`config.mk`:
```
export PLATFORM = sky130hd
export DESIGN_NAME = pcm_peak_rms_envelope
export DESIGN_NICKNAME = d
export VERILOG_FILES = /design/src/rtl/prenv_pkg.sv /design/src/rtl/pcm_peak_rms_envelope.sv /design/src/rtl/prenv_ctrl.sv /design/src/rtl/prenv_dp.sv
export SDC_FILE = /design/constraint.sdc
export NUM_CORES = 1
export LEC_CHECK = 0
export BUFFER_PORTS_ARGS = -buffer_cell sky130_fd_sc_hd__buf_2
export CORE_MARGIN = 1
export CORE_UTILIZATION = 35
export CTS_BUF_LIST = sky130_fd_sc_hd__clkbuf_8
export CTS_CLUSTER_SIZE = 28
export DETAILED_ROUTE_END_ITERATION = 8
export PLACE_DENSITY = 0.49
export SKIP_LAST_GASP = 1
export SYNTH_ARGS = -nofsm -noshare
export SYNTH_HDL_FRONTEND = slang
export SYNTH_SLANG_ARGS = --single-unit
export TNS_END_PERCENT = 1
```
`constraint.sdc`:
```
create_clock -name clk -period 11.43 [get_ports clk]
set_input_delay 1.143 -clock clk [delete_from_list [all_inputs] [get_ports clk]]
set_output_delay 1.143 -clock clk [all_outputs]
set_load 0.02 [all_outputs]
```
`src/rtl/prenv_pkg.sv`:
```
// Shared types, codes and constants of the PCM peak and RMS envelope follower.
package prenv_pkg;

    localparam int DEF_MAX_CHANNELS     = 16;
    localparam int DEF_MAX_CHUNK_FRAMES = 4096;

    localparam logic [1:0] FMT_U8  = 2'd0;
    localparam logic [1:0] FMT_S16 = 2'd1;
    localparam logic [1:0] FMT_S32 = 2'd2;
    localparam logic [1:0] FMT_F32 = 2'd3;

    localparam logic OP_SAMPLE = 1'b0;
    localparam logic OP_FINISH = 1'b1;

    localparam logic KIND_PEAK = 1'b0;
    localparam logic KIND_RMS  = 1'b1;

    localparam logic [1:0] REG_FORMAT   = 2'd0;
    localparam logic [1:0] REG_CHANNELS = 2'd1;
    localparam logic [1:0] REG_PEAK_LEN = 2'd2;
    localparam logic [1:0] REG_RMS_LEN  = 2'd3;

    localparam logic [1:0]  RST_FORMAT   = FMT_S16;
    localparam logic [4:0]  RST_CHANNELS = 5'd2;
    localparam logic [12:0] RST_PEAK_LEN = 13'd256;
    localparam logic [12:0] RST_RMS_LEN  = 13'd1024;

    localparam logic [15:0] Q15_ONE   = 16'h8000;
    localparam int          MIN_RMS_LEN = 64;

    // The mean of squared Q15 values never exceeds 2^30, so 32 bits and 16 root steps do.
    localparam int MEAN_W     = 32;
    localparam int ROOT_STEPS = MEAN_W / 2;

    typedef struct packed {
        logic take;
        logic div_step;
        logic sqrt_init;
        logic sqrt_step;
        logic sel_rms;
    } prenv_cmd_t;

    typedef struct packed {
        logic pend_pk;
        logic pend_lv;
        logic div_last;
        logic sqrt_last;
    } prenv_status_t;

endpackage

```
`src/rtl/pcm_peak_rms_envelope.sv`:
```
// Top level of the PCM peak and RMS envelope follower.
// Takes one sample or finish beat at a time on the s_ side and emits chunk peak (tuser 0)
// and RMS level (tuser 1) beats on the m_ side, tlast on the last beat an input beat causes.
// A sample that closes no chunk passes through the decide state back to idle; a chunk peak
// adds its output beat. An RMS result adds the restoring divider (one quotient bit per
// cycle), a setup state and the bit-pair square root before its beats.
// Configuration beats are always taken and must be sent while no sample is in flight.
module pcm_peak_rms_envelope
#(
    parameter int MAX_CHANNELS     = prenv_pkg::DEF_MAX_CHANNELS,
    parameter int MAX_CHUNK_FRAMES = prenv_pkg::DEF_MAX_CHUNK_FRAMES
)
(
    input  logic        clk,
    input  logic        rst_n,
    input  logic        s_tvalid,
    output logic        s_tready,
    input  logic [31:0] s_tdata,   // [31:0] sample_bits
    input  logic        s_tuser,   // [0] op
    output logic        m_tvalid,
    input  logic        m_tready,
    output logic [15:0] m_tdata,   // [15:0] level
    output logic        m_tuser,   // [0] kind
    output logic        m_tlast,
    input  logic        cfg_valid,
    output logic        cfg_ready,
    input  logic [1:0]  cfg_index,
    input  logic [12:0] cfg_data
);
    import prenv_pkg::*;

    prenv_cmd_t    cmd;
    prenv_status_t status;

    assign cfg_ready = 1'b1;

    prenv_ctrl u_ctrl
    (
        .clk      (clk),
        .rst_n    (rst_n),
        .s_tvalid (s_tvalid),
        .s_tready (s_tready),
        .m_tvalid (m_tvalid),
        .m_tready (m_tready),
        .m_tuser  (m_tuser),
        .m_tlast  (m_tlast),
        .status   (status),
        .cmd      (cmd)
    );

    prenv_dp
    #(
        .MAX_CHANNELS     (MAX_CHANNELS),
        .MAX_CHUNK_FRAMES (MAX_CHUNK_FRAMES)
    )
    u_dp
    (
        .clk         (clk),
        .rst_n       (rst_n),
        .cfg_valid   (cfg_valid),
        .cfg_index   (cfg_index),
        .cfg_data    (cfg_data),
        .op          (s_tuser),
        .sample_bits (s_tdata),
        .cmd         (cmd),
        .status      (status),
        .level       (m_tdata)
    );

    a_no_intake_while_out: assert property (@(posedge clk) disable iff (!rst_n)
        m_tvalid |-> !s_tready)
        else $error("input taken while a result beat is pending");

    a_rms_is_last: assert property (@(posedge clk) disable iff (!rst_n)
        (m_tvalid && (m_tuser == KIND_RMS)) |-> m_tlast)
        else $error("rms beat not marked last");

    a_busy_after_take: assert property (@(posedge clk) disable iff (!rst_n)
        (s_tvalid && s_tready) |=> !s_tready)
        else $error("second beat taken without processing");

    a_level_range: assert property (@(posedge clk) disable iff (!rst_n)
        m_tvalid |-> (m_tdata <= Q15_ONE))
        else $error("level above Q15 full scale");

endmodule

```
`src/rtl/prenv_ctrl.sv`:
```
// Sequencer of the envelope follower: intake, divide, root and result beats.
module prenv_ctrl
(
    input  logic                    clk,
    input  logic                    rst_n,
    input  logic                    s_tvalid,
    output logic                    s_tready,
    output logic                    m_tvalid,
    input  logic                    m_tready,
    output logic                    m_tuser,
    output logic                    m_tlast,
    input  prenv_pkg::prenv_status_t status,
    output prenv_pkg::prenv_cmd_t    cmd
);
    import prenv_pkg::*;

    localparam logic [2:0] S_IDLE   = 3'd0;
    localparam logic [2:0] S_DECIDE = 3'd1;
    localparam logic [2:0] S_DIV    = 3'd2;
    localparam logic [2:0] S_RINIT  = 3'd3;
    localparam logic [2:0] S_ROOT   = 3'd4;
    localparam logic [2:0] S_OUT_PK = 3'd5;
    localparam logic [2:0] S_OUT_LV = 3'd6;

    logic [2:0] state_reg;
    logic [2:0] state_next;

    always_comb
    begin
        state_next = state_reg;
        unique case (state_reg)
            S_IDLE:
            begin
                if (s_tvalid)
                    state_next = S_DECIDE;
            end
            S_DECIDE:
            begin
                priority if (status.pend_lv)
                    state_next = S_DIV;
                else if (status.pend_pk)
                    state_next = S_OUT_PK;
                else
                    state_next = S_IDLE;
            end
            S_DIV:
            begin
                if (status.div_last)
                    state_next = S_RINIT;
            end
            S_RINIT:
                state_next = S_ROOT;
            S_ROOT:
            begin
                if (status.sqrt_last)
                    state_next = status.pend_pk ? S_OUT_PK : S_OUT_LV;
            end
            S_OUT_PK:
            begin
                if (m_tready)
                    state_next = status.pend_lv ? S_OUT_LV : S_IDLE;
            end
            S_OUT_LV:
            begin
                if (m_tready)
                    state_next = S_IDLE;
            end
            default:
                state_next = S_IDLE;
        endcase
    end

    always_ff @(posedge clk or negedge rst_n)
    begin
        if (!rst_n)
            state_reg <= S_IDLE;
        else
            state_reg <= state_next;
    end

    assign s_tready      = (state_reg == S_IDLE);
    assign m_tvalid      = (state_reg == S_OUT_PK) || (state_reg == S_OUT_LV);
    assign m_tuser       = (state_reg == S_OUT_LV) ? KIND_RMS : KIND_PEAK;
    assign m_tlast       = (state_reg == S_OUT_LV) || !status.pend_lv;
    assign cmd.take      = s_tready && s_tvalid;
    assign cmd.div_step  = (state_reg == S_DIV);
    assign cmd.sqrt_init = (state_reg == S_RINIT);
    assign cmd.sqrt_step = (state_reg == S_ROOT);
    assign cmd.sel_rms   = (state_reg == S_OUT_LV);

endmodule

```
`src/rtl/prenv_dp.sv`:
```
// Datapath: configuration, sample magnitude, frame and chunk accumulators, divider and root.
module prenv_dp
#(
    parameter int MAX_CHANNELS     = prenv_pkg::DEF_MAX_CHANNELS,
    parameter int MAX_CHUNK_FRAMES = prenv_pkg::DEF_MAX_CHUNK_FRAMES
)
(
    input  logic                     clk,
    input  logic                     rst_n,
    input  logic                     cfg_valid,
    input  logic [1:0]               cfg_index,
    input  logic [12:0]              cfg_data,
    input  logic                     op,
    input  logic [31:0]              sample_bits,
    input  prenv_pkg::prenv_cmd_t    cmd,
    output prenv_pkg::prenv_status_t status,
    output logic [15:0]              level
);
    import prenv_pkg::*;

    localparam int CIW = $clog2(MAX_CHANNELS + 1);
    localparam int CT  = (CIW > 5) ? CIW : 5;
    localparam int CW  = $clog2(MAX_CHUNK_FRAMES + 1);
    localparam int TW  = (CW > 13) ? CW : 13;
    localparam int SW  = 30 + CW;
    localparam int DCW = $clog2(SW);

    logic [1:0]  fmt_reg;
    logic [4:0]  chans_cfg_reg;
    logic [12:0] pk_cfg_reg;
    logic [12:0] lv_cfg_reg;

    logic [CIW-1:0] idx_reg;
    logic [15:0]    fpeak_reg;
    logic [CW-1:0]  pfc_reg;
    logic [15:0]    cmax_reg;
    logic [CW-1:0]  lfc_reg;
    logic [SW-1:0]  sum_reg;
    logic           pend_pk_reg;
    logic           pend_lv_reg;
    logic [15:0]    peak_val_reg;

    logic [SW-1:0]  quo_reg;
    logic [CW-1:0]  rem_reg;
    logic [CW-1:0]  dvs_reg;
    logic [DCW-1:0] dcnt_reg;

    logic [MEAN_W-1:0] rop_reg;
    logic [17:0]       rrem_reg;
    logic [15:0]       root_reg;
    logic [3:0]        rcnt_reg;

    // Sample magnitude.
    logic        mag_ok;
    logic [15:0] mag;

    always_comb
    begin
        logic [7:0]  b;
        logic [7:0]  d;
        logic [31:0] a;
        logic [7:0]  e;
        logic [23:0] sig;
        logic [7:0]  sh;
        b      = sample_bits[7:0];
        d      = b[7] ? {1'b0, b[6:0]} : (8'd128 - b);
        a      = sample_bits[31] ? (32'd0 - sample_bits) : sample_bits;
        e      = sample_bits[30:23];
        sig    = {1'b1, sample_bits[22:0]};
        sh     = 8'd135 - e;
        mag_ok = 1'b1;
        mag    = '0;
        unique case (fmt_reg)
            FMT_U8:  mag = {d, 8'h00};
            FMT_S16: mag = sample_bits[15] ? 16'(17'h10000 - {1'b0, sample_bits[15:0]})
                                           : sample_bits[15:0];
            FMT_S32: mag = a[31:16];
            FMT_F32:
            begin
                priority if (e == 8'hFF)
                    mag_ok = 1'b0;
                else if (e == 8'h00)
                    mag = '0;
                else if (e >= 8'd127)
                    mag = Q15_ONE;
                else if (sh >= 8'd32)
                    mag = '0;
                else
                    mag = 16'(sig >> sh);
            end
            default: mag = '0;
        endcase
    end

    // Clamped limits.
    logic [CT-1:0] chans;
    logic [TW-1:0] pk_lim;
    logic [TW-1:0] lv_lim;

    always_comb
    begin
        logic [CT-1:0] c;
        logic [TW-1:0] p;
        logic [TW-1:0] l;
        c = CT'(chans_cfg_reg);
        p = TW'(pk_cfg_reg);
        l = TW'(lv_cfg_reg);
        priority if (c < CT'(1))
            chans = CT'(1);
        else if (c > CT'(MAX_CHANNELS))
            chans = CT'(MAX_CHANNELS);
        else
            chans = c;
        priority if (p < TW'(1))
            pk_lim = TW'(1);
        else if (p > TW'(MAX_CHUNK_FRAMES))
            pk_lim = TW'(MAX_CHUNK_FRAMES);
        else
            pk_lim = p;
        priority if (l < TW'(MIN_RMS_LEN))
            lv_lim = TW'(MIN_RMS_LEN);
        else if (l > TW'(MAX_CHUNK_FRAMES))
            lv_lim = TW'(MAX_CHUNK_FRAMES);
        else
            lv_lim = l;
    end

    // Next stream state for an accepted sample.
    logic [15:0]    fp_new;
    logic [CIW-1:0] idx_inc;
    logic           frame_done;
    logic [15:0]    cm_new;
    logic [CW-1:0]  pfc_inc;
    logic [CW-1:0]  lfc_inc;
    logic [31:0]    fp_sq;
    logic [SW-1:0]  sum_new;
    logic           pk_done;
    logic           lv_done;

    assign fp_new     = (mag_ok && (mag > fpeak_reg)) ? mag : fpeak_reg;
    assign idx_inc    = idx_reg + CIW'(1);
    assign frame_done = (CT'(idx_inc) >= chans);
    assign cm_new     = (fp_new > cmax_reg) ? fp_new : cmax_reg;
    assign pfc_inc    = pfc_reg + CW'(1);
    assign lfc_inc    = lfc_reg + CW'(1);
    assign fp_sq      = fp_new * fp_new;
    assign sum_new    = sum_reg + SW'(fp_sq);
    assign pk_done    = (TW'(pfc_inc) >= pk_lim);
    assign lv_done    = (TW'(lfc_inc) >= lv_lim);

    always_ff @(posedge clk or negedge rst_n)
    begin
        if (!rst_n)
        begin
            fmt_reg       <= RST_FORMAT;
            chans_cfg_reg <= RST_CHANNELS;
            pk_cfg_reg    <= RST_PEAK_LEN;
            lv_cfg_reg    <= RST_RMS_LEN;
        end
        else if (cfg_valid)
        begin
            unique case (cfg_index)
                REG_FORMAT:   fmt_reg       <= cfg_data[1:0];
                REG_CHANNELS: chans_cfg_reg <= cfg_data[4:0];
                REG_PEAK_LEN: pk_cfg_reg    <= cfg_data;
                REG_RMS_LEN:  lv_cfg_reg    <= cfg_data;
                default:      fmt_reg       <= fmt_reg;
            endcase
        end
    end

    always_ff @(posedge clk or negedge rst_n)
    begin
        if (!rst_n)
        begin
            idx_reg     <= '0;
            fpeak_reg   <= '0;
            pfc_reg     <= '0;
            cmax_reg    <= '0;
            lfc_reg     <= '0;
            sum_reg     <= '0;
            pend_pk_reg <= 1'b0;
            pend_lv_reg <= 1'b0;
        end
        else if (cmd.take)
        begin
            if (op == OP_FINISH)
            begin
                pend_pk_reg <= (pfc_reg != '0);
                pend_lv_reg <= (lfc_reg != '0);
                idx_reg     <= '0;
                fpeak_reg   <= '0;
                pfc_reg     <= '0;
                cmax_reg    <= '0;
                lfc_reg     <= '0;
                sum_reg     <= '0;
            end
            else if (!frame_done)
            begin
                pend_pk_reg <= 1'b0;
                pend_lv_reg <= 1'b0;
                idx_reg     <= idx_inc;
                fpeak_reg   <= fp_new;
            end
            else
            begin
                idx_reg     <= '0;
                fpeak_reg   <= '0;
                pend_pk_reg <= pk_done;
                pend_lv_reg <= lv_done;
                pfc_reg     <= pk_done ? '0 : pfc_inc;
                cmax_reg    <= pk_done ? '0 : cm_new;
                lfc_reg     <= lv_done ? '0 : lfc_inc;
                sum_reg     <= lv_done ? '0 : sum_new;
            end
        end
    end

    // Captured results and the divider operands.
    always_ff @(posedge clk)
    begin
        if (cmd.take)
        begin
            rem_reg  <= '0;
            dcnt_reg <= '0;
            if (op == OP_FINISH)
            begin
                peak_val_reg <= cmax_reg;
                quo_reg      <= sum_reg;
                dvs_reg      <= lfc_reg;
            end
            else
            begin
                peak_val_reg <= cm_new;
                quo_reg      <= sum_new;
                dvs_reg      <= lfc_inc;
            end
        end
        else if (cmd.div_step)
        begin
            logic [CW:0] r2;
            logic        qbit;
            r2   = {rem_reg, quo_reg[SW-1]};
            qbit = (r2 >= {1'b0, dvs_reg});
            rem_reg  <= qbit ? CW'(r2 - {1'b0, dvs_reg}) : r2[CW-1:0];
            quo_reg  <= {quo_reg[SW-2:0], qbit};
            dcnt_reg <= dcnt_reg + DCW'(1);
        end
    end

    // Square root, two radicand bits per cycle.
    always_ff @(posedge clk)
    begin
        if (cmd.sqrt_init)
        begin
            rop_reg  <= quo_reg[MEAN_W-1:0];
            rrem_reg <= '0;
            root_reg <= '0;
            rcnt_reg <= '0;
        end
        else if (cmd.sqrt_step)
        begin
            logic [17:0] rs;
            logic [17:0] t;
            rs = {rrem_reg[15:0], rop_reg[MEAN_W-1:MEAN_W-2]};
            t  = {root_reg, 2'b01};
            if (rs >= t)
            begin
                rrem_reg <= rs - t;
                root_reg <= {root_reg[14:0], 1'b1};
            end
            else
            begin
                rrem_reg <= rs;
                root_reg <= {root_reg[14:0], 1'b0};
            end
            rop_reg  <= {rop_reg[MEAN_W-3:0], 2'b00};
            rcnt_reg <= rcnt_reg + 4'd1;
        end
    end

    assign status.pend_pk   = pend_pk_reg;
    assign status.pend_lv   = pend_lv_reg;
    assign status.div_last  = (dcnt_reg == DCW'(SW - 1));
    assign status.sqrt_last = (rcnt_reg == 4'(ROOT_STEPS - 1));
    assign level            = cmd.sel_rms ? root_reg : peak_val_reg;

endmodule

```
==> flow_summary.yaml, run 1 <==
run_status:
  status: "finished clean"
layout:
  seq_area_mm2: 0.00783
  synthToLayoutAreaGrowth_pct: 10.7
  multi_input_area_mm2: 0.0176
  final_nets: 3614
  drive_gt1_share_pct: 12.1
  diodes: 0
  filler_cell_count: 7970
grt:
  grt_pass1_wl_um: 126000
  first_global_vias: 22900
  grt_max_degree: 54
  grt_overflow_total: 0
  track_usage_pct: 19.6
  antenna_found_initial: 1
timing:
  fin_crit_sh_pct: 94.6
  fmax_mhz: 92.5
  clock_skew_ps: 53.0
  finalSetupTns_ps: 0
  hold_violations: 0
  final_max_slew_viol_count: 0
  timing.slew.headroom_pct: 25.5
  worst_pin_slew_ps: 1120
  min_period_ps: 10820
  rsz0062_at_grt: "false"
  setup_viol: 0
logic_synthesis:
  yosys.area.top_type_share_pct: 14.2
  synthArstFlopShare_pct: 47.5
  syn_nets: 3535
  synth_most_common_cell: "nand2_1"
  netlist_area_mm2: 0.0277
  synth_edf_count: 104
  yosysSeqAreaShare_pct: 28.3
  synth.avg_cell_area_um2: 9.00
  synth_ff_type: "dfrtp_1"
  yosysTopAreaCell: "fa_1"
  synthCells: 3075
  ys_types: 100
  synth-seq-cells: 303
  synth_commonest_cells: "449 x nand2_1, 415 x inv_1, 211 x ha_1"
  synthTopCellsByArea: "fa_1 14%, dfrtp_1 13%, edfxtp_1 11%, ha_1 9.5%, nand2_1 6.1%"
  yosys_warnings: 0
floorplanning:
  num_io_pins: 74
  initial_core_util_pct: 35.5
  die_area_mm2: 0.0802
  die_h_um: 283
  core-area_mm2: 0.0778
  rows: 102
  die_w_um: 283
critical_path:
  cp-endpoint: "u_dp.quo_reg[40]"
  r2r_end: "u_dp.quo_reg[40]"
  cp.arrival_ps: 11180
  cp.required_ps: 11790
  cpPeakStageDelay_ps: 540
  crit_top_cell: "fa_1"
  r2r_cells: 37
  cp-end-kind: "register"
  reg2reg_from: "u_dp.fmt_reg[0]"
  cp_max_fo: 22
  rrSetupSlack_ps: 1260
  critPathLaunchType: "input port"
  path_class: "in2reg"
  crit_start: "s_tdata[5]"
  cp_slowest_cell: "fa_1"
clock_network:
  cts_sinks: 303
  cts_root_buffer: "clkbuf_8"
  ctsHoldBuffers: 0
  cts_buffers: 54
  path_clk_slew_ps: 60
  post-cts-setup-buffer-count: 0
  cts_max_path_buffers: 3
  clk_latency_ps: 670
  post_cts_resized: 0
  cts_tree: "built"
  htreeDepth: 2
detailed_routing:
  drc: 0
  vias_per_cell: 5.18
  antenna_left: 0
  drt_iter0_markers: 1478
  routed_wl_um: 77800
  first_pass_iters: 6
  num_vias: 21900
  post_drt_wl_per_cell_um: 18.4
min_path:
  hp-class: "in2async"
place:
  finalWeightedCongestion: 0.907
  dpl.hpwl_um: 60300
  portBuffers: 72
run:
  maxCapViolCount: 0
placed cells by master, fill, tap and decap left out, types with 104 or more instances in the layout:
cell type | synthesis | final
ha_1 | 211 | 211
nand2_1 | 449 | 448
fa_1 | 196 | 196
a21oi_1 | 111 | 109
dfrtp_1 | 140 | 140
inv_1 | 415 | 440
buf_4 | 8 | 113
edfxtp_1 | 104 | 104
nor2_1 | 132 | 129
o21ai_0 | 196 | 196
cell families (layout without fill, tap and decap cells):
kind of cell,count (synthesis),in the layout,synth area share [%]
muxes,138,138,5.90
and+or+nand+nor,885,885,14.7
DFF,303,303,28.3
AOI/OAI and AO/OA,612,612,14.4
other,1,1,0.0136
buffers and inverters,584,708,8.32
xor gates and xnor gates,145,145,4.62
adders and majority gates,407,407,23.7
final cells by class:
type / count / area share (%)
multi-input cells: 2188 / 57.5
well taps: 1040 / 4.25
flip-flops and latches: 303 / 25.6
clock buffers: 58 / 2.61
inverters: 419 / 5.15
clock inverters: 43 / 0.793
repair buffers: 188 / 4.16
per-layer routing:
metal	wire length (um)	GRT usage, %	vias up
li1	-	-	10600
met1	36700	26.9	10900
met2	36700	32.8	422
met3	2960	2.38	90
met4	1450	4.26	2
met5	13	0	-
worst max-delay path: cells and delay by family:
| kind | cells | cell delay (ps) |
|---|---|---|
| compound gates | 12 | 2750 |
| xor+xnor | 2 | 360 |
| fa+ha+maj | 8 | 3750 |
| buf+inv | 9 | 1440 |
| simple gates | 8 | 1660 |
stage by stage:
| stage | utilization (%) | worst slack (ps) | instances | hold WS (ps) | cell area [um2] |
|---|---|---|---|---|---|
| after floorplan | - | 15.2 | 3075 | 426 | 27700 |
| after global placement | 38.0 | 123 | 4138 | 441 | 29600 |
| after detailed placement | 38.0 | -18.8 | 4138 | 448 | 29600 |
| after CTS | 39.3 | 666 | 4239 | 406 | 30600 |
| after global routing | 39.3 | 17.0 | 4239 | 431 | 30600 |
| final | 39.3 | 613 | 4239 | 433 | 30600 |
how the worst min path moves through the flow:
stage                startpoint                 end  slack, ps  depth (start not counted)
3_5_place_dp   u_dp.rem_reg[12]    u_dp.rem_reg[12]        450                          2
4_1_cts                   rst_n    u_dp.sum_reg[24]        410                          1
6_report                  rst_n  u_dp.lv_cfg_reg[4]        430                          1
2_1_floorplan  u_dp.rem_reg[12]    u_dp.rem_reg[12]        430                          2
3_3_place_gp   u_dp.rem_reg[12]    u_dp.rem_reg[12]        440                          2
5_1_grt                   rst_n  u_dp.lv_cfg_reg[4]        430                          1
Power of run 1 is left out: the tool's default activity adds up to more than one toggle a clock period on the data nets, which glitch-free logic cannot reach.
==> run 2, diff against run 1 <==
Settings changed: BUFFER_PORTS_ARGS -buffer_cell sky130_fd_sc_hd__buf_2 to -buffer_cell sky130_fd_sc_hd__buf_4.
==> flow_summary.yaml, run 2 (synthesis results as in run 1) <==
detailed_routing:
  routed_wl_um: 77900
  antenna_left: 0
  first_pass_iters: 5
  drt_iter0_markers: 1333
  drc: 0
  post_drt_wl_per_cell_um: 18.4
  vias_per_cell: 5.19
  num_vias: 21900
timing:
  setup_viol: 0
  rsz0062_at_grt: "false"
  fmax_mhz: 92.8
  timing.slew.headroom_pct: 29.1
  hold_slack_ps: 458
  fin_crit_sh_pct: 94.3
  hold_violations: 0
  finalSetupTns_ps: 0
  final_max_slew_viol_count: 0
  worst_pin_slew_ps: 1060
  min_period_ps: 10780
  clock_skew_ps: 26.4
floorplanning:
  num_io_pins: 74
  rows: 102
  initial_core_util_pct: 35.5
  core-area_mm2: 0.0778
  die_h_um: 283
  die_area_mm2: 0.0802
  die_w_um: 283
grt:
  grt_overflow_total: 0
  antenna_found_initial: 0
  grt_max_degree: 62
  first_global_vias: 23000
  track_usage_pct: 19.7
  grt_pass1_wl_um: 128000
layout:
  fin_cells: 4224
  final_nets: 3598
  multi_input_area_mm2: 0.0176
  utilization_pct: 39.8
  seq_area_mm2: 0.00783
  synthToLayoutAreaGrowth_pct: 12.0
  layout_commonest_cell: "nand2_1"
  drive_gt1_share_pct: 12.1
  most-common-layout-cells: "448 x nand2_1, 421 x inv_1, 211 x ha_1, 196 x o21ai_0, 196 x fa_1"
  diodes: 0
  filler_cell_count: 7940
clock_network:
  cts_buffers: 57
  cts_sinks: 303
  cts_max_path_buffers: 3
  cts_tree: "built"
  clk_latency_ps: 670
  ctsHoldBuffers: 0
  cts_root_buffer: "clkbuf_8"
  path_clk_slew_ps: 70
  post-cts-setup-buffer-count: 0
  post_cts_resized: 0
  htreeDepth: 2
critical_path:
  cp-end-kind: "register"
  cp_slowest_cell: "nor3_1"
  cp.arrival_ps: 11370
  crit_top_cell: "inv_1"
  critPathTopFamily: "simple AND/OR/NAND/NOR gates"
  cp_max_fo: 24
  path_class: "in2reg"
  cp.required_ps: 12020
  cpPeakStageDelay_ps: 590
  path_buf_inv: 10
  critPathLaunchType: "input port"
run_status:
  status: "finished clean"
min_path:
  hp-class: "reg2reg"
place:
  dp_cells: 4119
  finalWeightedCongestion: 0.894
  dpl.hpwl_um: 60000
  portBuffers: 72
run:
  maxCapViolCount: 0
==> run 2: changes by cell type in the layout (fill, tap and decap cells not counted) <==
cell / previous run / this run
buf_2: 71 / 0
buf_4: 113 / 161
inv_1: 440 / 421
bufinv_16: 2 / 9
clkbuf_8: 58 / 65
clkinv_1: 9 / 14
buf_12: 3 / 7
clkinv_2: 3 / 7
clkinv_8: 0 / 1
clkinvlp_4: 2 / 3
inv_12: 1 / 0
inv_6: 2 / 1
==> run 2: cell type report <==
class | instances | share of cell area [%]
sequential | 303 | 25.3
timing repair buffer | 169 | 4.39
clock inverter | 40 | 1.35
inverter | 419 | 5.09
multi-input combinational | 2188 | 56.8
tap | 1040 | 4.20
clock buffer | 65 | 2.89
==> run 2: stage by stage <==
| step | setup WS, ps | cell area [um2] |
|---|---|---|
| 2_1_floorplan | 15.2 | 27700 |
| 3_3_place_gp | 163 | 29700 |
| 3_5_place_dp | 37.5 | 29700 |
| 4_1_cts | 716 | 31000 |
| 5_1_grt | 76.5 | 31000 |
| 6_report | 652 | 31000 |
==> run 2: metal layers <==
| layer | up-vias | part of all wire, % | GRT usage [%] | routed length [um] |
|---|---|---|---|---|
| met2 | 438 | 47 | 32.8 | 36500 |
| met3 | 95 | 4.0 | 2.39 | 3110 |
| met4 | 0 | 2.0 | 4.66 | 1550 |
| li1 | 10500 | - | - | - |
| met1 | 10800 | 47 | 27.1 | 36700 |
| met5 | - | 0 | 0 | 0 |
==> run 2: path summary, 6_finish.rpt <==
check	startpoint	endpoint	slack [ps]	cells after the start
worst max-delay path	s_tdata[5]	u_dp.sum_reg[39]	650	40
worst min-delay path	u_dp.rem_reg[12]	u_dp.rem_reg[12]	460	2
worst max register to register	u_dp.fmt_reg[1]	u_dp.sum_reg[39]	1120	38
worst min register to register	u_dp.rem_reg[12]	u_dp.rem_reg[12]	460	2
max in group asynchronous	rst_n	u_dp.sum_reg[2]	9180	3
min in group asynchronous	rst_n	u_dp.lv_cfg_reg[1]	480	1
==> run 2: worst reg2reg max path: cells and delay by family, from the launching register on <==
kind / cells / cell delay (ps)
adder cells (fa/ha/maj): 8 / 3030
AND/OR/NAND/NOR: 8 / 2810
flip-flops: 1 / 620
AO/OA/AOI/OAI: 11 / 2400
multiplexers: 1 / 290
buffers and inverters: 10 / 1100
Power of run 2 is left out for the same reason.
